==> src/rtl/core/ibc_ram.sv <==
// Generic synchronous RAM: one write port and NumRd registered read ports.
// No dependencies.
module ibc_ram #(
  parameter int unsigned Width = 32,
  parameter int unsigned Depth = 64,
  parameter int unsigned NumRd = 1,
  localparam int unsigned AddrW = (Depth > 1) ? $clog2(Depth) : 1
) (
  input  logic                        clk_i,
  input  logic                        we_i,
  input  logic [AddrW-1:0]            waddr_i,
  input  logic [Width-1:0]            wdata_i,
  input  logic                        re_i,
  input  logic [NumRd-1:0][AddrW-1:0] raddr_i,
  output logic [NumRd-1:0][Width-1:0] rdata_o
);

  logic [Width-1:0]            mem_q [Depth];
  logic [NumRd-1:0][Width-1:0] rdata_q;

  // Write port.
  always_ff @(posedge clk_i) begin
    if (we_i) begin
      mem_q[waddr_i] <= wdata_i;
    end
  end

  // Read ports; data holds while no read is issued.
  always_ff @(posedge clk_i) begin
    if (re_i) begin
      for (int unsigned i = 0; i < NumRd; i++) begin
        rdata_q[i] <= mem_q[raddr_i[i]];
      end
    end
  end

  assign rdata_o = rdata_q;

endmodule

==> config.mk <==
export PLATFORM = sky130hd
export DESIGN_NAME = ibc_ram
export DESIGN_NICKNAME = d
export VERILOG_FILES = /design/src/rtl/core/ibc_ram.sv
export SDC_FILE = /design/constraint.sdc
export NUM_CORES = 2
export LEC_CHECK = 0
export BUFFER_PORTS_ARGS = -buffer_cell sky130_fd_sc_hd__buf_2
export CORE_ASPECT_RATIO = 0.75
export CORE_MARGIN = 3
export CORE_UTILIZATION = 40
export DETAILED_ROUTE_END_ITERATION = 10
export GPL_ROUTABILITY_DRIVEN = 0
export PLACE_DENSITY = 0.58
export SETUP_SLACK_MARGIN = 0.5
export SYNTH_ARGS = -nofsm -noshare
export SYNTH_HDL_FRONTEND = slang
export SYNTH_SLANG_ARGS = --single-unit
==> constraint.sdc <==
create_clock -name clk_i -period 8.9 [get_ports clk_i]
set_input_delay 0.89 -clock clk_i [delete_from_list [all_inputs] [get_ports clk_i]]
set_output_delay 0.89 -clock clk_i [all_outputs]
set_load 0.01 [all_outputs]
# Yosys cells after proc, flatten, opt, wreduce, memory -nomap -nowiden
# Memory sizes are Yosys's and may differ from the RTL's. A register that Yosys moved wholly into a read port is not among the register bits.
# Index checks and enable logic that the tools add are counted.
# word_totals
register_bits	0
mem_bits_rw	2048
output_inout_bits	32
elab_cells	3
memories	1
# mem_list
name	words	width	rd	rd_clocked_by_memory_dff	wr	line_no	source
mem_q	64	32	1	1	1	18	logic [Width-1:0] mem_q [Depth];
# op_classes
mux	2
# ops
cell	count
two-way mux 1 bit	2

# Logic depth before layout (Yosys ltp)
# depth
ltp_word	2
mapped_depth	10
mapped_depth_nobuf	5

# Worst setup path after synthesis
# OpenSTA, ideal clock, no wires.
# synth_path
path_type	input -> register
from	input waddr_i[3]
to	memory mem_q[48][0] (enable)
arrival_time_ns	3.589
required_ns	8.439
slack_ns	4.850
path_stages	4
path_buffers	1
path_cell_list	clkbuf_1 nor2b_1 nand4b_1 nor3_1
# synth_lines
element	line_no	source
start: declaration	11	input logic [AddrW-1:0] waddr_i,
end: declaration	18	
# Straight into the memory's write port.

==> qor.yml <==
status: "completed"
synth-main-ff-cell: "edfxtp_1"
hpwl_mm: 104.4
multiInputGateArea_um2: 15980
stdcell_count: 6306
clkSinkCount: 2080
grt_start_max_net_pins: 78
final_common_cell: "edfxtp_1"
ys_warn_count: 0
internal-power_mw: 15.74
skew_ns: 0.02106
core_um2: 195000
wl_mm: 205.4
dieWidth_um: 518.6
slew_headroom_pct: 14.02
min_path_type: "in2reg"
ys_ff_latch: 2080
cts-root-buf: "clkbuf_16"
cts_resized: 0
crit_fanout: 65
min_period_over_period_pct: 45.31
layout_common_cells: "edfxtp_1 (2,080), mux4_2 (544), clkbuf_16 (194)"
setup_viol: 0
cts_buffers: 186
grt_pass1_wl_mm: 289.4
drv_cap: 0
first_iter_violations: 4935
hold_viol: 0
grt_overflow_total: 0
syn_inst: 3324
wire_per_inst_um: 32.57
async_flop_share_pct: 0
dp.cells: 5957
cts_tree: "yes"
clkTransAtPathRegs_ns: 0.07
via_per_inst: 5.834
critPathLaunchType: "primary input"
fp-row-count: 140
design_power_total_mw: 19.90
cp.required_ns: 9.44
insertion_delay_ns: 0.81
p_sw_share_pct: 20.89
drc_errors: 0
rsz0062_at_grt: "no"
vias: 36790
synth-edff-count: 2080
fmax_mhz: 248.0
netlist_area_um2: 78840
p_leak_nw: 27.26
power_frac_seq_pct: 54.8
pwr-share-clk_pct: 40.4
fin_crit_ns: 4.032
nets: 3565
drt_first_pass_iters: 5
layout-drive-gt1-share_pct: 28.89
antenna_found_initial: 23
synthesis.nets: 3371
fin_tns_setup_ns: 0
synth.avg_cell_area_um2: 23.72
yosysSeqAreaShare_pct: 79.23
end_kind: "flop"
worst_pin_slew_ns: 1.290
start_util_pct: 40.44
cts_buffer_depth: 3
die_area_um2: 202500
io_buffers: 78
cellPowerDensity_nw_per_um2: 223.3
nFillCells: 15980
io_pins: 79
arrival_ns: 4.57
syn2layout_area_growth_pct: 12.99
seqCellArea_um2: 62460
hold_buffers: 0
drv_slew: 0
power_switching_mw: 4.155
antenna_left: 0
p_comb_share_pct: 4.9
irDropWorstVdd_mv: 0.1544
track_usage_pct: 20.28
synth_cell_types: 33
die_h_um: 390.5
htreeDepth: 4
grt_pass1_vias: 36580
worstSetupPathType: "in2reg"
cts_setup_buffers: 0
-- path summary, 6_finish.rpt --
path | start | end | slack, ns | depth (start not counted)
setup / recovery | raddr_i[1] | rdata_o[7] | 4.87 | 7
hold / removal | wdata_i[13] | mem_q[8][13] | 0.75 | 2
setup reg to reg | mem_q[14][11] | rdata_o[11] | 6.47 | 4
hold reg to reg | mem_q[29][17] | rdata_o[17] | 0.85 | 4
-- sequential cells by signal, indices dropped and copies added (netlist names) --
signal,count
mem_q,2048
rdata_o,32
-- per-layer routing --
| layer | track usage (%) | routed length, um | up-vias |
|---|---|---|---|
| li1 | - | - | 14690 |
| met1 | 30.43 | 89650 | 20230 |
| met2 | 30.56 | 94190 | 1625 |
| met3 | 4.362 | 17760 | 248 |
| met4 | 4.692 | 3766 | 4 |
| met5 | 0 | 27 | - |
-- Yosys cell counts (3+ instances only) --
master	number	area, um^2
a22oi_1	12	90.09
nor2b_1	15	93.84
nor2_1	137	514.2
nand3_1	5	25.02
a21oi_1	62	310.3
buf_6	5	56.30
o22ai_1	84	525.5
edfxtp_1	2080	62460
buf_4	25	187.7
nand2_1	26	97.59
or3_1	3	18.77
o32ai_1	4	35.03
o221ai_1	27	236.5
and3_1	4	25.02
mux2i_1	93	930.9
a41o_1	4	40.04
mux4_2	544	12250
nand3b_1	5	37.54
buf_1	21	78.83
nand2b_1	8	50.05
clkbuf_1	74	277.8
a311oi_1	8	70.07
or3b_2	3	26.28
nor3_1	7	35.03
buf_2	57	285.3
-- cell families after synthesis --
kind of cell	Yosys count	synth area share, %
flops	2080	79.23
mux	637	16.72
simple gates	223	1.260
compound gates	202	1.666
buf+inv	182	1.124
-- power by group through the flow --
stage,logic (mW),clock network (mW),registers [mW]
6_report,0.968,8.03,10.9
3_5_place_dp,0.973,0,11.1
5_1_grt,1.03,8.58,10.9
3_3_place_gp,0.962,0,11.1
2_1_floorplan,0.528,0,11.1
4_1_cts,0.975,8.18,10.9
-- metrics by stage --
step / area (um^2) / hold slack (ns) / utilization (%) / setup slack, ns
after floorplan: 78840 / 0.7502 / - / 4.850
after global placement: 83040 / 0.8175 / 42.59 / 3.964
after detailed placement: 83040 / 0.8377 / 42.59 / 3.965
after CTS: 89060 / 0.6728 / 45.68 / 4.875
after global routing: 89070 / 0.7392 / 45.69 / 4.637
final: 89080 / 0.7458 / 45.69 / 4.868
-- layout make-up --
class	count	share of cell area (%)
sequential	2080	70.12
multi-input combinational	1062	17.94
clock buffer	233	5.614
tap	2627	3.690
timing repair buffer	188	1.476
clock inverter	110	1.141
antenna	6	0.01686
-- critical path, stage by stage --
cell	delay, ns
buf_8	0.42
buf_4	0.69
buf_4	0.68
mux4_2	0.43
mux4_2	0.51
o22ai_1	0.67
nor2_1	0.10
(Power assumes the default switching activity.)
