### src/rtl/core/ibc_pkg.sv
// Shared types, widths and codes for the integer stack bytecode core.
// No dependencies; the core top, issue and execute files refer to this package by scoped names.
package ibc_pkg;

  // Storage sizes.
  localparam int unsigned StackDepth = 64;
  localparam int unsigned LocalCount = 256;

  // Field widths.
  localparam int unsigned DataW      = 32;
  localparam int unsigned PcW        = 16;
  localparam int unsigned OpW        = 4;
  localparam int unsigned LiW        = 8;
  localparam int unsigned DepthW     = 7;
  localparam int unsigned FaultW     = 2;
  localparam int unsigned StackLimW  = 7;
  localparam int unsigned LocalsLimW = 9;

  // Derived widths.
  localparam int unsigned StackIdxW = $clog2(StackDepth);
  localparam int unsigned SpW       = $clog2(StackDepth + 1);
  localparam int unsigned LocalIdxW = (LocalCount > 1) ? $clog2(LocalCount) : 1;
  localparam int unsigned StkCmpW   = ((SpW > StackLimW) ? SpW : StackLimW) + 1;

  // Stream and configuration port widths.
  localparam int unsigned InDataW   = DataW + LiW + PcW;
  localparam int unsigned OutFieldW = PcW + DataW + DepthW + FaultW;
  localparam int unsigned OutDataW  = ((OutFieldW + 7) / 8) * 8;
  localparam int unsigned CfgIdxW   = 1;
  localparam int unsigned CfgDataW  = 9;

  // Reset values of the limit registers.
  localparam logic [StackLimW-1:0]  StackLimRst  = StackLimW'(64);
  localparam logic [LocalsLimW-1:0] LocalsLimRst = LocalsLimW'(256);

  typedef enum logic [OpW-1:0] {
    OpDup      = 4'd0,
    OpSwap     = 4'd1,
    OpPush     = 4'd2,
    OpLoad     = 4'd3,
    OpStore    = 4'd4,
    OpAdd      = 4'd5,
    OpMul      = 4'd6,
    OpInc      = 4'd7,
    OpNarrow   = 4'd8,
    OpGoto     = 4'd9,
    OpBranchNe = 4'd10
  } op_e;

  typedef enum logic [FaultW-1:0] {
    FaultOk    = 2'd0,
    FaultUnder = 2'd1,
    FaultOver  = 2'd2,
    FaultLocal = 2'd3
  } fault_e;

  typedef enum logic [CfgIdxW-1:0] {
    CfgStackLimit  = 1'd0,
    CfgLocalsLimit = 1'd1
  } cfg_reg_e;

  // Control handed from the issue stage to the execute stage.
  typedef struct packed {
    op_e                  op;
    logic [DataW-1:0]     imm;
    logic [LiW-1:0]       li;
    logic [PcW-1:0]       tgt;
    fault_e               fault;
    logic [SpW-1:0]       sp_new;
    logic                 stk_we;
    logic [StackIdxW-1:0] stk_waddr;
    logic                 loc_we;
  } exec_ctl_t;

  // Forwarded write data captured when a read meets a write to the same entry.
  typedef struct packed {
    logic             a_hit;
    logic [DataW-1:0] a_data;
    logic             b_hit;
    logic [DataW-1:0] b_data;
    logic             l_hit;
    logic [DataW-1:0] l_data;
    logic             l_vld;
  } fwd_t;

  // Memory writes done by the execute stage in the current cycle.
  typedef struct packed {
    logic                 stk_we;
    logic [StackIdxW-1:0] stk_waddr;
    logic [DataW-1:0]     stk_wdata;
    logic                 loc_we;
    logic [LocalIdxW-1:0] loc_waddr;
    logic [DataW-1:0]     loc_wdata;
  } wr_t;

  // One result item.
  typedef struct packed {
    logic [PcW-1:0]    next_pc;
    logic [DataW-1:0]  top_value;
    logic [DepthW-1:0] stack_depth;
    fault_e            fault;
  } res_t;

endpackage

### src/rtl/core/ibc_exec.sv
// Execute stage: top-of-stack and pc registers, arithmetic, branch and memory write-back.
// Depends on ibc_pkg.
module ibc_exec (
  input  logic                                clk_i,
  input  logic                                rst_ni,
  input  logic                                adv_i,
  input  ibc_pkg::exec_ctl_t                  ctl_i,
  input  ibc_pkg::fwd_t                       fwd_i,
  input  logic [1:0][ibc_pkg::DataW-1:0]      stk_rdata_i,
  input  logic [ibc_pkg::DataW-1:0]           loc_rdata_i,
  output ibc_pkg::wr_t                        wr_o,
  output ibc_pkg::res_t                       res_o
);

  logic [ibc_pkg::DataW-1:0] top_q, top_d, top_alu;
  logic [ibc_pkg::PcW-1:0]   pc_q, pc_d, pc_alu, pc_inc;
  logic [ibc_pkg::DataW-1:0] s_val, u_val, l_val, prod;
  logic                      ok;

  // Operands, with forwarded data taking precedence over the memory.
  assign s_val  = fwd_i.a_hit ? fwd_i.a_data : stk_rdata_i[0];
  assign u_val  = fwd_i.b_hit ? fwd_i.b_data : stk_rdata_i[1];
  assign l_val  = fwd_i.l_hit ? fwd_i.l_data : (fwd_i.l_vld ? loc_rdata_i : '0);
  assign prod   = s_val * top_q;
  assign pc_inc = pc_q + ibc_pkg::PcW'(1);
  assign ok     = (ctl_i.fault == ibc_pkg::FaultOk);

  // New top of stack and pc for each operation.
  always_comb begin
    top_alu = top_q;
    pc_alu  = pc_inc;
    unique case (ctl_i.op)
      ibc_pkg::OpSwap,
      ibc_pkg::OpStore:    top_alu = s_val;
      ibc_pkg::OpPush:     top_alu = ctl_i.imm;
      ibc_pkg::OpLoad:     top_alu = l_val;
      ibc_pkg::OpAdd:      top_alu = s_val + top_q;
      ibc_pkg::OpMul:      top_alu = prod;
      ibc_pkg::OpNarrow:   top_alu = {{(ibc_pkg::DataW-8){top_q[7]}}, top_q[7:0]};
      ibc_pkg::OpGoto:     pc_alu  = ctl_i.tgt;
      ibc_pkg::OpBranchNe: begin
        top_alu = u_val;
        if (top_q != s_val) begin
          pc_alu = ctl_i.tgt;
        end
      end
      default: ;
    endcase
  end

  assign top_d = ok ? top_alu : top_q;
  assign pc_d  = ok ? pc_alu : pc_q;

  // Write-back; the stack always spills the current top.
  always_comb begin
    wr_o.stk_we    = adv_i && ctl_i.stk_we;
    wr_o.stk_waddr = ctl_i.stk_waddr;
    wr_o.stk_wdata = top_q;
    wr_o.loc_we    = adv_i && ctl_i.loc_we;
    wr_o.loc_waddr = ctl_i.li[ibc_pkg::LocalIdxW-1:0];
    wr_o.loc_wdata = (ctl_i.op == ibc_pkg::OpInc) ? (l_val + ctl_i.imm) : top_q;
  end

  // Result item.
  always_comb begin
    res_o.next_pc     = pc_d;
    res_o.top_value   = (ctl_i.sp_new == '0) ? '0 : top_d;
    res_o.stack_depth = ibc_pkg::DepthW'(ctl_i.sp_new);
    res_o.fault       = ctl_i.fault;
  end

  always_ff @(posedge clk_i or negedge rst_ni) begin
    if (!rst_ni) begin
      pc_q <= '0;
    end else if (adv_i) begin
      pc_q <= pc_d;
    end
  end

  always_ff @(posedge clk_i) begin
    if (adv_i) begin
      top_q <= top_d;
    end
  end

endmodule
### config.mk
export PLATFORM = sky130hd
export DESIGN_NAME = ibc_exec
export DESIGN_NICKNAME = d
export VERILOG_FILES = /design/src/rtl/core/ibc_pkg.sv /design/src/rtl/core/ibc_exec.sv
export SDC_FILE = /design/constraint.sdc
export NUM_CORES = 2
export LEC_CHECK = 0
export ABC_CLOCK_PERIOD_IN_PS = 30600
export BUFFER_PORTS_ARGS = -buffer_cell sky130_fd_sc_hd__buf_2
export CORE_MARGIN = 1
export CORE_UTILIZATION = 42
export DETAILED_ROUTE_END_ITERATION = 16
export GPL_TIMING_DRIVEN = 0
export PLACE_DENSITY_LB_ADDON = 0.08
export SLEW_MARGIN = 25
export SYNTH_ARGS = -nofsm -noshare
export SYNTH_HDL_FRONTEND = slang
export SYNTH_SLANG_ARGS = --single-unit
### constraint.sdc
create_clock -name clk_i -period 30.6 [get_ports clk_i]
set_clock_uncertainty 0.2 [all_clocks]
set_input_delay 6.12 -clock clk_i [delete_from_list [all_inputs] [get_ports clk_i]]
set_output_delay 6.12 -clock clk_i [all_outputs]
set_load 0.1 [all_outputs]
=== Word level (Yosys, flattened, before mapping) ===
Cells that the tools add are included.

* Output and inout port bits: 137
* Logic and storage cells: 33
* Register bits: 48

* Equal/unequal tests: 11
* $add $sub $neg: 3
* Multiply operators: 1
* Reductions and logical operators: 5
* Muxes and demuxes: 11

{| class="wikitable"
|+ Operators with widths
! kind !! count
|-
| $mux 32 || 7
|-
| $pmux 32 s7 || 1
|-
| $add 32x32->32 || 2
|-
| $mul 32x32->32 || 1
|-
| $mux 16 || 2
|-
| $ne 32x32->1 || 1
|-
| $pmux 16 s2 || 1
|-
| $add 16x1->16 const B || 1
|-
| $eq 4x3->1 const B || 4
|-
| $eq 4x4->1 const B || 3
|-
| $eq 4x2->1 const B || 2
|-
| $logic_not 7->1 || 1
|-
| $eq 4x1->1 const B || 1
|-
| $logic_and 1x1->1 || 2
|-
| $logic_not 2->1 || 1
|-
| $reduce_or 2->1 || 1
|}

=== Longest topological paths before layout ===
* Depth in word-level cells: 5
* Gate-level depth with buffers: 34
* Mapped depth without buffers: 28

=== Worst setup path before layout ===
Ideal clock, no wire load.

* Path kind: in2out
* From: in fwd_i[99] (netlist name)
* To: out res_o[37] (netlist name)
* Data arrival time: 15.080 ns
* Path buffers: 4
* Slack: 9.200 ns
* Stages on the path: 29
* Data required time: 24.280 ns
* Path through: buf_6 > buf_12 > buf_6 > mux2_2 > clkbuf_1 > and2_1 > fa_1 > fa_1 > fa_1 > inv_1 > fa_1 > inv_1 > fa_1 > inv_1 > fa_1 > inv_1 > fa_1 > fa_1 > ha_1 > a21o_1 > a21o_1 > a21oi_1 > o21ai_0 > a21oi_1 > o21ai_1 > a311oi_1 > a21o_1 > a221oi_1 > nor3_1

{| class="wikitable"
|+ RTL lines
! what !! line !! source
|-
| from (decl) || ibc_exec.sv:8 || <nowiki>input ibc_pkg::fwd_t fwd_i,</nowiki>
|-
| to (decl) || ibc_exec.sv:12 || <nowiki>output ibc_pkg::res_t res_o</nowiki>
|}

==> results.yml <==
routing:
  route.detailed.drc: 0
  detail_route.vias_per_cell: 5.83
  num_vias: 23000
  ant_nets: 0
  firstDrtPassIters: 8
  drt-initial-drc-count: 2101
  routed_wl_um: 119000
  wl_per_cell_um: 30.1
synthesis:
  netlist_instances: 2792
  synth_area_mm2: 0.0240
  ys_seq_elements: 48
  synth_edf_count: 32
  synth_nets: 3664
  ys_seq_area_share_pct: 5.66
  yosys_warnings: 0
  synth_area_per_cell_um2: 8.61
  synth.distinct_cells: 83
  ys.flop_type: "edfxtp_1"
  ys_async_sr_fraction_pct: 33.3
grt:
  grt_max_degree: 34
  antenna_found_initial: 13
  grt_pass1_vias: 23200
  grt.overflow.total: 0
  grt_usage_pct: 41.1
  grt_pass1_wl_um: 166000
timing:
  worst_slew_pin_slew_ns: 1.20
  hold_viol: 0
  slew_headroom_pct: 19.9
  rsz0062_at_grt: "no"
  setup_viol: 0
  fin_crit_sh_pct: 73.6
  setup_tns_ns: 0
  min_period_ns: 22.52
  fmaxAchievable_ghz: 0.0444
  drv_slew: 0
clocking:
  clock-root-buffer: "clkbuf_16"
  cts_sinks: 48
  cts_tree: "yes"
  clk_latency_ns: 0.32
  path_clk_slew_ns: 0.07
  cts_max_level: 2
  cts-buffers-inserted: 5
  clk_path_buf_depth: 2
  cts_setup_buffers: 0
  cts.repair.resized: 0
  hold_buffers: 0
placed_design:
  gp_congestion: 1.00
  dpl.hpwl_um: 98800
  numPortBuffers: 393
outcome:
  outcome: "finished, final reports clean"
finish:
  final_nets: 4064
  drive_above_1_share_pct: 16.7
  syn2layout_area_growth_pct: 12.8
  fill_cells: 5647
floorplan:
  die_w_um: 241
  coreArea_mm2: 0.0565
  die-height_um: 241
  ioPinCount: 413
  floorplan.initialDensity_pct: 42.6
  die_area_mm2: 0.0582
  std_cell_rows: 87
run:
  maxCapViolCount: 0
worst_hold_path:
  hp-class: "reg2reg"
critical_path:
  worstPathRequired_ns: 24.28
  start_kind: "primary input"
  path_class: "in2out"
  crit_path_end_kind: "output port"
  critPathMaxFanout: 10
  cp.arrival_ns: 16.20
-- per-layer routing --
| layer | track usage (%) | share of wire (%) | vias up |
|---|---|---|---|
| met5 | 0 | 0.066 | - |
| met4 | 21.4 | 6.1 | 12 |
| met3 | 8.77 | 9.4 | 261 |
| met2 | 66.9 | 46 | 1276 |
| met1 | 51.3 | 38 | 11700 |
| li1 | - | - | 9794 |
-- final cells by class --
cell class / instances / area, um2 / area share [%]
Tap cell: 756 / 946 / 3.49
Antenna cell: 1 / 2.50 / 0.00922
Multi-Input combinational cell: 2158 / 20400 / 75.0
Buffer: 185 / 842 / 3.10
Sequential cell: 48 / 1360 / 5.02
Timing Repair Buffer: 393 / 1970 / 7.25
Clock buffer: 6 / 139 / 0.512
Inverter: 401 / 1510 / 5.55
Clock inverter: 2 / 10.0 / 0.0369
-- critical path: stages --
cell and delay (ns):
buf_6 0.10, buf_12 0.15, buf_6 0.22, mux2_4 0.31
clkbuf_1 0.43, clkbuf_1 0.73, ha_1 0.54, fa_1 0.48
inv_1 0.09, fa_1 0.49, fa_1 0.61, fa_1 0.45
fa_1 0.55, inv_1 0.05, fa_1 0.46, fa_1 0.60
fa_1 0.45, ha_1 0.39, nand3_1 0.11, nor2b_1 0.19
nand3_1 0.13, o311ai_1 0.78, a21oi_1 0.27, o31ai_1 0.26
o21ai_0 0.15, a31oi_1 0.39, and2_1 0.18, buf_2 0.47
-- per-stage QoR --
stage               std cells  util [%]  setup WS [ns]  hold slack (ns)  cell area [um2]
floorplan                2792         -           9.20            0.296            24000
global placement         3941      47.7           7.66            0.325            27000
detailed placement       3941      47.7           8.00            0.324            27000
CTS                      3949      48.0           7.95            0.340            27100
global route             3949      48.0           8.02            0.365            27100
finish                   3950      48.0           8.08            0.359            27100
-- cell usage after synthesis, drive strengths merged (5+ instances only) --
library cell	n	area share, %
nor2b	14	0.36
nor3b	7	0.22
a21o	41	1.3
clkbuf	147	2.3
nor3	28	0.58
nand2b	16	0.42
xor2	39	1.5
nand2	342	5.4
a211oi	10	0.31
o31ai	9	0.28
mux2	67	3.4
xnor2	95	3.5
a31o	6	0.22
a2111oi	5	0.29
a22o	38	1.4
buf	38	1.1
and3	14	0.36
or3	5	0.13
a221o	6	0.25
nand4	8	0.21
inv	401	6.3
fa	410	34
nand3	28	0.58
nor4	11	0.29
a22oi	8	0.25
nor2	90	1.4
mux2i	21	0.93
o21ai	101	2.1
a221oi	18	0.71
o21bai	13	0.41
ha	186	9.7
and2	328	8.5
a31oi	18	0.47
o211ai	5	0.16
a222oi	17	0.71
dfrtp	16	1.7
a21oi	91	1.9
o21a	11	0.34
edfxtp	32	4.0
-- cell families (layout without fill, tap and decap cells) --
logic type | count (synthesis) | count (layout) | share of synthesized area [%]
AND/OR/NAND/NOR | 903 | 903 | 18.9
adder cells (fa/ha/maj) | 596 | 596 | 43.8
XOR/XNOR | 135 | 135 | 5.10
AO/OA/AOI/OAI | 436 | 436 | 12.5
other | 0 | 1 | 0
flip-flops | 48 | 48 | 5.66
buffers and inverters | 586 | 987 | 9.71
multiplexers | 88 | 88 | 4.31
-- placed cells by master (no fill, tap or decap), types with 38 or more instances in the layout --
cell / netlist / final
ha_1: 186 / 186
nor2_1: 90 / 90
a21oi_1: 91 / 91
inv_1: 401 / 401
a22o_1: 38 / 38
fa_1: 410 / 410
mux2_2: 50 / 50
a21o_1: 41 / 41
o21ai_0: 96 / 96
xnor2_1: 94 / 94
buf_2: 0 / 393
clkbuf_1: 146 / 136
and2_1: 328 / 328
nand2_1: 335 / 335
-- state kept, by name, summed over array words and instances, names as in the netlist --
register / count
top_q: 32
pc_q: 16
-- worst paths after layout --
path,slack [ns],start,depth (start not counted),end
max in group asynchronous,24.37,rst_ni,1,pc_q[0]
worst max register to register,20.61,top_q[7],23,top_q[29]
min in group asynchronous,5.53,rst_ni,1,pc_q[7]
worst max-delay path,8.08,fwd_i[99],28,res_o[38]
worst min-delay path,0.36,pc_q[7],1,pc_q[7]
worst min register to register,0.36,pc_q[7],1,pc_q[7]
Power is left out: the tool's default activity adds up to more than one toggle a clock period on the data nets, which glitch-free logic cannot reach.
