==> src/rtl/core/ibc_pkg.sv <==
// Shared types, widths and codes for the integer stack bytecode core.
// No dependencies; the core top, issue and execute files refer to this package by scoped names.
package ibc_pkg;

  // Storage sizes.
  localparam int unsigned StackDepth = 64;
  localparam int unsigned LocalCount = 256;

  // Field widths.
  localparam int unsigned DataW      = 32;
  localparam int unsigned PcW        = 16;
  localparam int unsigned OpW        = 4;
  localparam int unsigned LiW        = 8;
  localparam int unsigned DepthW     = 7;
  localparam int unsigned FaultW     = 2;
  localparam int unsigned StackLimW  = 7;
  localparam int unsigned LocalsLimW = 9;

  // Derived widths.
  localparam int unsigned StackIdxW = $clog2(StackDepth);
  localparam int unsigned SpW       = $clog2(StackDepth + 1);
  localparam int unsigned LocalIdxW = (LocalCount > 1) ? $clog2(LocalCount) : 1;
  localparam int unsigned StkCmpW   = ((SpW > StackLimW) ? SpW : StackLimW) + 1;

  // Stream and configuration port widths.
  localparam int unsigned InDataW   = DataW + LiW + PcW;
  localparam int unsigned OutFieldW = PcW + DataW + DepthW + FaultW;
  localparam int unsigned OutDataW  = ((OutFieldW + 7) / 8) * 8;
  localparam int unsigned CfgIdxW   = 1;
  localparam int unsigned CfgDataW  = 9;

  // Reset values of the limit registers.
  localparam logic [StackLimW-1:0]  StackLimRst  = StackLimW'(64);
  localparam logic [LocalsLimW-1:0] LocalsLimRst = LocalsLimW'(256);

  typedef enum logic [OpW-1:0] {
    OpDup      = 4'd0,
    OpSwap     = 4'd1,
    OpPush     = 4'd2,
    OpLoad     = 4'd3,
    OpStore    = 4'd4,
    OpAdd      = 4'd5,
    OpMul      = 4'd6,
    OpInc      = 4'd7,
    OpNarrow   = 4'd8,
    OpGoto     = 4'd9,
    OpBranchNe = 4'd10
  } op_e;

  typedef enum logic [FaultW-1:0] {
    FaultOk    = 2'd0,
    FaultUnder = 2'd1,
    FaultOver  = 2'd2,
    FaultLocal = 2'd3
  } fault_e;

  typedef enum logic [CfgIdxW-1:0] {
    CfgStackLimit  = 1'd0,
    CfgLocalsLimit = 1'd1
  } cfg_reg_e;

  // Control handed from the issue stage to the execute stage.
  typedef struct packed {
    op_e                  op;
    logic [DataW-1:0]     imm;
    logic [LiW-1:0]       li;
    logic [PcW-1:0]       tgt;
    fault_e               fault;
    logic [SpW-1:0]       sp_new;
    logic                 stk_we;
    logic [StackIdxW-1:0] stk_waddr;
    logic                 loc_we;
  } exec_ctl_t;

  // Forwarded write data captured when a read meets a write to the same entry.
  typedef struct packed {
    logic             a_hit;
    logic [DataW-1:0] a_data;
    logic             b_hit;
    logic [DataW-1:0] b_data;
    logic             l_hit;
    logic [DataW-1:0] l_data;
    logic             l_vld;
  } fwd_t;

  // Memory writes done by the execute stage in the current cycle.
  typedef struct packed {
    logic                 stk_we;
    logic [StackIdxW-1:0] stk_waddr;
    logic [DataW-1:0]     stk_wdata;
    logic                 loc_we;
    logic [LocalIdxW-1:0] loc_waddr;
    logic [DataW-1:0]     loc_wdata;
  } wr_t;

  // One result item.
  typedef struct packed {
    logic [PcW-1:0]    next_pc;
    logic [DataW-1:0]  top_value;
    logic [DepthW-1:0] stack_depth;
    fault_e            fault;
  } res_t;

endpackage

==> src/rtl/core/ibc_issue.sv <==
// Issue stage: fault checks, stack pointer, memory read addresses and write forwarding.
// Depends on ibc_pkg.
module ibc_issue (
  input  logic                                         clk_i,
  input  logic                                         rst_ni,
  input  logic                                         fire_i,
  input  logic [ibc_pkg::OpW-1:0]                      op_i,
  input  logic [ibc_pkg::DataW-1:0]                    imm_i,
  input  logic [ibc_pkg::LiW-1:0]                      li_i,
  input  logic [ibc_pkg::PcW-1:0]                      tgt_i,
  input  logic [ibc_pkg::StackLimW-1:0]                stack_limit_i,
  input  logic [ibc_pkg::LocalsLimW-1:0]               locals_limit_i,
  input  ibc_pkg::wr_t                                 wr_i,
  output logic [1:0][ibc_pkg::StackIdxW-1:0]           stk_raddr_o,
  output logic [ibc_pkg::LocalIdxW-1:0]                loc_raddr_o,
  output ibc_pkg::exec_ctl_t                           ctl_o,
  output ibc_pkg::fwd_t                                fwd_o
);

  ibc_pkg::op_e      op;
  ibc_pkg::fault_e   fault;
  logic [1:0]        need;
  logic              grow, pop1, pop2, uses_local;
  logic [ibc_pkg::SpW-1:0] sp_q, sp_d;
  logic [ibc_pkg::SpW-1:0] sp_inc, sp_m1, sp_m2, sp_m3;
  logic [ibc_pkg::StkCmpW-1:0]    stk_lim_ext, stk_lim, sp_inc_ext;
  logic [ibc_pkg::LocalsLimW-1:0] loc_lim;
  logic [ibc_pkg::LocalIdxW-1:0]  li_idx;
  logic [ibc_pkg::LocalCount-1:0] loc_vld_q;
  ibc_pkg::exec_ctl_t ctl_d, ctl_q;
  ibc_pkg::fwd_t      fwd_d, fwd_q;

  assign op     = ibc_pkg::op_e'(op_i);
  assign li_idx = li_i[ibc_pkg::LocalIdxW-1:0];
  assign sp_inc = sp_q + ibc_pkg::SpW'(1);
  assign sp_m1  = sp_q - ibc_pkg::SpW'(1);
  assign sp_m2  = sp_q - ibc_pkg::SpW'(2);
  assign sp_m3  = sp_q - ibc_pkg::SpW'(3);

  // Stack demand of each operation.
  always_comb begin
    need       = 2'd0;
    grow       = 1'b0;
    pop1       = 1'b0;
    pop2       = 1'b0;
    uses_local = 1'b0;
    unique case (op)
      ibc_pkg::OpDup:      begin need = 2'd1; grow = 1'b1; end
      ibc_pkg::OpSwap:     need = 2'd2;
      ibc_pkg::OpPush:     grow = 1'b1;
      ibc_pkg::OpLoad:     begin grow = 1'b1; uses_local = 1'b1; end
      ibc_pkg::OpStore:    begin need = 2'd1; pop1 = 1'b1; uses_local = 1'b1; end
      ibc_pkg::OpAdd,
      ibc_pkg::OpMul:      begin need = 2'd2; pop1 = 1'b1; end
      ibc_pkg::OpInc:      uses_local = 1'b1;
      ibc_pkg::OpNarrow:   need = 2'd1;
      ibc_pkg::OpBranchNe: begin need = 2'd2; pop2 = 1'b1; end
      default: ;
    endcase
  end

  // Limits in force, capped at the storage size.
  assign stk_lim_ext = ibc_pkg::StkCmpW'(stack_limit_i);
  assign stk_lim     = (stk_lim_ext > ibc_pkg::StkCmpW'(ibc_pkg::StackDepth)) ?
                       ibc_pkg::StkCmpW'(ibc_pkg::StackDepth) : stk_lim_ext;
  assign sp_inc_ext  = ibc_pkg::StkCmpW'(sp_q) + ibc_pkg::StkCmpW'(1);
  assign loc_lim     = (locals_limit_i > ibc_pkg::LocalsLimW'(ibc_pkg::LocalCount)) ?
                       ibc_pkg::LocalsLimW'(ibc_pkg::LocalCount) : locals_limit_i;

  // Fault check: local index first, then underflow, then overflow.
  always_comb begin
    priority if (uses_local && (ibc_pkg::LocalsLimW'(li_i) >= loc_lim)) begin
      fault = ibc_pkg::FaultLocal;
    end else if (sp_q < ibc_pkg::SpW'(need)) begin
      fault = ibc_pkg::FaultUnder;
    end else if (grow && (sp_inc_ext > stk_lim)) begin
      fault = ibc_pkg::FaultOver;
    end else begin
      fault = ibc_pkg::FaultOk;
    end
  end

  // New depth; a faulting item leaves it alone.
  always_comb begin
    priority if (fault != ibc_pkg::FaultOk) begin
      sp_d = sp_q;
    end else if (grow) begin
      sp_d = sp_inc;
    end else if (pop1) begin
      sp_d = sp_m1;
    end else if (pop2) begin
      sp_d = sp_m2;
    end else begin
      sp_d = sp_q;
    end
  end

  // The memory holds the entries below the top; the top lives in the execute stage.
  assign stk_raddr_o[0] = sp_m2[ibc_pkg::StackIdxW-1:0];
  assign stk_raddr_o[1] = sp_m3[ibc_pkg::StackIdxW-1:0];
  assign loc_raddr_o    = li_idx;

  // Control for the execute stage. Pushes spill the old top one entry down.
  always_comb begin
    ctl_d.op        = op;
    ctl_d.imm       = imm_i;
    ctl_d.li        = li_i;
    ctl_d.tgt       = tgt_i;
    ctl_d.fault     = fault;
    ctl_d.sp_new    = sp_d;
    ctl_d.stk_we    = (fault == ibc_pkg::FaultOk) &&
                      ((op == ibc_pkg::OpDup) || (op == ibc_pkg::OpSwap) ||
                       (((op == ibc_pkg::OpPush) || (op == ibc_pkg::OpLoad)) &&
                        (sp_q != '0)));
    ctl_d.stk_waddr = (op == ibc_pkg::OpSwap) ? sp_m2[ibc_pkg::StackIdxW-1:0] :
                                                sp_m1[ibc_pkg::StackIdxW-1:0];
    ctl_d.loc_we    = (fault == ibc_pkg::FaultOk) &&
                      ((op == ibc_pkg::OpStore) || (op == ibc_pkg::OpInc));
  end

  // Forwarding: a read that meets this cycle's write to the same entry takes the new data.
  always_comb begin
    fwd_d.a_hit  = wr_i.stk_we && (wr_i.stk_waddr == stk_raddr_o[0]);
    fwd_d.a_data = wr_i.stk_wdata;
    fwd_d.b_hit  = wr_i.stk_we && (wr_i.stk_waddr == stk_raddr_o[1]);
    fwd_d.b_data = wr_i.stk_wdata;
    fwd_d.l_hit  = wr_i.loc_we && (wr_i.loc_waddr == li_idx);
    fwd_d.l_data = wr_i.loc_wdata;
    fwd_d.l_vld  = loc_vld_q[li_idx];
  end

  // Stack pointer and local valid bits.
  always_ff @(posedge clk_i or negedge rst_ni) begin
    if (!rst_ni) begin
      sp_q      <= '0;
      loc_vld_q <= '0;
    end else begin
      if (fire_i) begin
        sp_q <= sp_d;
      end
      if (wr_i.loc_we) begin
        loc_vld_q[wr_i.loc_waddr] <= 1'b1;
      end
    end
  end

  // Stage register toward execute.
  always_ff @(posedge clk_i) begin
    if (fire_i) begin
      ctl_q <= ctl_d;
      fwd_q <= fwd_d;
    end
  end

  assign ctl_o = ctl_q;
  assign fwd_o = fwd_q;

endmodule

==> config.mk <==
export PLATFORM = sky130hd
export DESIGN_NAME = ibc_issue
export DESIGN_NICKNAME = d
export VERILOG_FILES = /design/src/rtl/core/ibc_pkg.sv /design/src/rtl/core/ibc_issue.sv
export SDC_FILE = /design/constraint.sdc
export NUM_CORES = 1
export LEC_CHECK = 0
export ABC_AREA = 1
export BUFFER_PORTS_ARGS = -buffer_cell sky130_fd_sc_hd__buf_2
export CORE_AREA = 4 4 205 207
export CTS_BUF_LIST = sky130_fd_sc_hd__clkbuf_8 sky130_fd_sc_hd__clkbuf_16
export DETAILED_ROUTE_END_ITERATION = 8
export DIE_AREA = 0 0 209 211
export PLACE_DENSITY = 0.69
export SYNTH_ARGS = -nofsm -noshare
export SYNTH_HDL_FRONTEND = slang
export SYNTH_SLANG_ARGS = --single-unit
==> constraint.sdc <==
create_clock -name clk_i -period 2.35 [get_ports clk_i]
set_input_delay 0.47 -clock clk_i [delete_from_list [all_inputs] [get_ports clk_i]]
set_output_delay 0.47 -clock clk_i [all_outputs]
set_load 0.02 [all_outputs]
* Yosys cells after proc, flatten, opt, wreduce, memory -nomap -nowiden
Cells that the tools add are included.
Operators by class: reductions and logical operators 22, equality and inequality tests 12, mux-type cells 19, order comparisons 8, add/sub/neg operators 5, bitwise operators 1
Operator list (number):
- OR 256 bit | 1
- two-way mux 7 bit | 5
- less-than comparator 8 x 9 -> 1 bit (second input constant) | 2
- == test 4 x 3 -> 1 bit (second input constant) | 4
- == test 6 bit | 2
- OR reduction 3 bit | 4
- greater-or-equal comparator 8 x 9 -> 1 bit | 1
- greater-than comparator 9 bit (second input constant) | 1
- logical AND 1 bit | 9
- two-way mux 9 bit | 1
- adder 7 x 1 -> 8 bit (second input constant) | 1
- binary-select mux 1 bit (select 8 bit) | 1
- demux 1 bit (select 8 bit) | 1
- == test 4 x 2 -> 1 bit (second input constant) | 2
- == test 4 bit (second input constant) | 2
- == test 8 bit | 1
- greater-or-equal comparator 8 x 1 -> 1 bit (second input constant) | 1
- greater-than comparator 8 x 7 -> 1 bit | 1
- adder 7 x 1 -> 7 bit (second input constant) | 1
- greater-than comparator 7 bit (second input constant) | 1
- less-than comparator 7 x 2 -> 1 bit | 1
- nonzero test 7 bit | 1
- subtractor 7 x 1 -> 7 bit (second input constant) | 1
- subtractor 7 x 2 -> 7 bit (second input constant) | 1
- 11 further kinds | 21
Storage, ports and cells: register bits 408, input port bits 159, logic and storage cells 84, output and inout bits 197

* Depth between registers and ports, before layout
depth after elaboration 9, mapped depth 19, gate-level depth less buffers 18

* Least setup slack after synthesis
No wires, ideal clock.
path type register to register, start point reg sp_q[0] (netlist name), end point reg ctl_q, in the netlist ctl_o[14] (data pin), arrival time 2336 ps, stages on the path, launching flop included 15, setup time 255 ps, required time 2095 ps, slack -241 ps, path through dfrtp_1 > buf_2 > inv_1 > ha_1 > ha_1 > nand2_1 > nor2_1 > nand2_1 > nor2_1 > nor2_2 > nand3_2 > nand3_2 > inv_1 > nand2_1 > and2_1
RTL lines:
- start, declared | line ibc_issue.sv:24 | logic [ibc_pkg::SpW-1:0] sp_q, sp_d;
- start signal, assigned | line ibc_issue.sv:139 | sp_q <= sp_d;
- end signal, assigned | line ibc_issue.sv:150 | ctl_q <= ctl_d;
- end, declared | line ibc_issue.sv:30 | ibc_pkg::exec_ctl_t ctl_d, ctl_q;

==> flow_metrics.env <==
export IMPL_outcome="complete, but fails checks"
export IMPL_violations="setup timing"
export IMPL_critPathLaunchType="flip-flop"
export IMPL_worst_pin_slew_ps=664
export IMPL_dr_pass1_iters=5
export IMPL_synthFlopType="dfrtp_1"
export IMPL_crit_start="sp_q[1]"
export IMPL_synth_most_common_cell="nand2_1"
export IMPL_crit_required_ps=2670
export IMPL_synthTopCellsByCount="398 x nand2_1, 263 x dfrtp_1, 259 x nand3_1"
export IMPL_rsz0062_at_grt="yes"
export IMPL_die_area_sq_um=44100
export IMPL_synth_avg_cell_area_sq_um=10.5
export IMPL_yosysTopAreaCell="dfrtp_1"
export IMPL_fin_nets=2296
export IMPL_clkLatencyLatePin_ps=570
export IMPL_initial_utilization=0.443
export IMPL_grtUsageTotal=0.244
export IMPL_vias=14500
export IMPL_clk_pin_slew_worst_paths_ps=60
export IMPL_wl_um=55600
export IMPL_design_area_sq_um=22800
export IMPL_dp_hpwl_um=37600
export IMPL_skew_ps=22.7
export IMPL_ir_drop_uv=660
export IMPL_reg2reg_slack_ps=-180
export IMPL_die_w_um=209
export IMPL_grt_overflow=0
export IMPL_relSlewSlack=0.556
export IMPL_netlist_top_cells_area="dfrtp_1 37%, edfxtp_1 24%, o21bai_1 11%, nand2_1 8.4%, nand3_1 7.2%"
export IMPL_avgViaCountPerCell=5.39
export IMPL_min_delay_start="wr_i[60]"
export IMPL_grt_pass1_vias=14300
export IMPL_r2r_end="ctl_o[14]"
export IMPL_path_max_fanout=6
export IMPL_ys_warn_count=0
export IMPL_drc=0
export IMPL_p_total_mw=22.0
export IMPL_rr_worst_depth=16
export IMPL_cts_sinks=408
export IMPL_core_area_sq_um=40400
export IMPL_min_delay_path_depth=1
export IMPL_cts_made_buffers=45
export IMPL_worst_slack_ps=-184
export IMPL_numPortBuffers=355
export IMPL_power_density_nw_per_um2=963
export IMPL_rows=74
export IMPL_finalSetupViolCount=21
export IMPL_grt_max_degree=125
export IMPL_yosysTopAreaCellShare=0.368
export IMPL_p_leak_nw=10.5
export IMPL_setup_tns_ps=-2000
export IMPL_drv_cap=0
export IMPL_cts_htree_levels=2
export IMPL_die_h_um=211
export IMPL_syn_to_final_growth_pct=27.6
export IMPL_r2r_start="sp_q[1]"
export IMPL_postRouteAntennaNets=0
export IMPL_placed_cell_area_sq_um=20800
export IMPL_synth_cell_types=46
export IMPL_drv_slew=0
export IMPL_min_period_over_period=1.08
export IMPL_fmax_mhz=395
export IMPL_synth_edf_count=145
export IMPL_cts_tree="done"
export IMPL_async_flop_share=0.645
export IMPL_drt_iter0_drc=1353
export IMPL_synth_fp_nets=1885
export IMPL_hold_end="fwd_o[53]"
export IMPL_antenna_found_initial=2
export IMPL_yosys_register_bits=408
export IMPL_yosysSeqAreaShare=0.611
export IMPL_synth_area_sq_um=17900
export IMPL_drive_gt1_frac=0.295
export IMPL_cp_arrival_ps=2850
export IMPL_worst_setup_path_type="reg -> reg"
export IMPL_avgRoutedWirePerCell_um=20.7
export IMPL_final_util=0.565
export IMPL_grt_pass1_wl_um=84500
export IMPL_cp_end_kind="flip-flop"
export IMPL_cts_buffer_depth=3
export IMPL_hold_viol=0
export IMPL_hold_path_class="in -> reg"
export IMPL_netlist_instances=1704
export IMPL_ios=356
export IMPL_cts_root_buf="clkbuf_16"
export IMPL_period_minus_slack_ps=2530
export IMPL_gp_routability_congestion=0.930
state kept, by name, indices dropped and copies added, names as in the netlist:
name / cells
fwd_o: 68
ctl_o: 77
loc_vld_q: 256
sp_q: 7
how the worst max path moves through the flow:
stage / depth (start not counted) / slack (ps) / endpoint
floorplan: 16 / -50 / ctl_o[9]
global placement: 16 / -350 / ctl_o[9]
detailed placement: 14 / -430 / ctl_o[9]
CTS: 8 / -140 / stk_raddr_o[11]
global route: 16 / -270 / ctl_o[13]
finish: 16 / -180 / ctl_o[14]
power breakdown:
group	internal [mW]	leakage (nW)	switching (mW)	total, mW
combinational	2.60	4.68	3.52	6.13
clock	4.49	0.820	2.83	7.31
sequential	8.17	4.97	0.358	8.53
total	15.3	10.5	6.71	22.0
cell type report:
cell class,count,area (sq um)
Tap cell,532,666
Fill cell,3455,17600
Multi-Input combinational cell,1092,6180
Inverter,72,302
Timing Repair Buffer,496,3170
Clock inverter,30,284
Clock buffer,54,1270
Sequential cell,408,10900
Antenna cell,2,5.00
routing by layer:
layer | part of all wire | track usage | vias up | wire [um]
li1 | - | - | 6603 | -
met1 | 0.41 | 0.331 | 7110 | 23000
met2 | 0.48 | 0.397 | 633 | 26800
met3 | 0.071 | 0.0426 | 126 | 3930
met4 | 0.033 | 0.0918 | 2 | 1840
met5 | 0.00023 | 0 | - | 13
layout by cell type (no fill, tap or decap), drive strengths merged:
| master | Yosys | final |
|---|---|---|
| xnor2 | 2 | 2 |
| clkbuf | 42 | 54 |
| a21o | 2 | 2 |
| a221oi | 2 | 2 |
| mux2i | 1 | 1 |
| inv | 69 | 83 |
| nor3 | 5 | 5 |
| dfrtp | 263 | 263 |
| nor2 | 46 | 46 |
| edfxtp | 145 | 145 |
| xor2 | 19 | 19 |
| nor4b | 1 | 1 |
| a31oi | 1 | 1 |
| nor4 | 6 | 6 |
| o21ai | 33 | 33 |
| nor3b | 1 | 1 |
| a211oi | 3 | 3 |
| o211ai | 1 | 1 |
| and3 | 2 | 2 |
| nand4 | 4 | 4 |
| bufinv | 1 | 7 |
| diode | 0 | 2 |
| and2 | 6 | 6 |
| a21boi | 2 | 2 |
| a21oi | 16 | 16 |
| o21bai | 252 | 252 |
| o22ai | 2 | 2 |
| nand3 | 263 | 263 |
| nand2 | 400 | 400 |
| buf | 90 | 495 |
| clkinv | 2 | 12 |
| ha | 22 | 22 |
| dlygate4sd3 | 0 | 1 |
per-stage QoR:
step / hold slack [ps] / worst slack (ps) / std cells
2_1_floorplan: 174 / -50.3 / 1704
3_3_place_gp: 400 / -352 / 2582
3_5_place_dp: 404 / -434 / 2582
4_1_cts: 46.5 / -137 / 2676
5_1_grt: 49.5 / -271 / 2685
6_report: 75.1 / -184 / 2686
timing repair:
action / in CTS / in global routing
setup buffers: 9 / 8
resized for setup: 50 / 37
endpoints found under the hold margin: 37 / 0
setup endpoints to repair: 24 / 25
hold buffers: 1 / 0
cloned: 0 / 0
pin swaps: 18 / 14
worst max-delay path: stages, from the launching register on:
cell and delay [ps]:
dfrtp_2 450, ha_4 170, nand2_2 60, inv_2 50, nand2_4 70, nor2_4 40
xor2_2 170, ha_1 340, and3_4 200, nand2_2 50, nor2_2 30, nor2_2 90
nand3_2 100, nand3_4 120, buf_8 150, nand2_2 60, and2_1 130
logic make-up (layout without fill, tap and decap cells):
family,after synthesis,after routing,share of synthesized area
buf+inv,204,652,0.0579
simple gates,734,734,0.179
xor+xnor,21,21,0.0107
flops,408,408,0.611
fa+ha+maj,22,22,0.0154
mux,1,1,0.000560
compound gates,314,314,0.125
other cells,0,2,0
(Power assumes the default switching activity.)
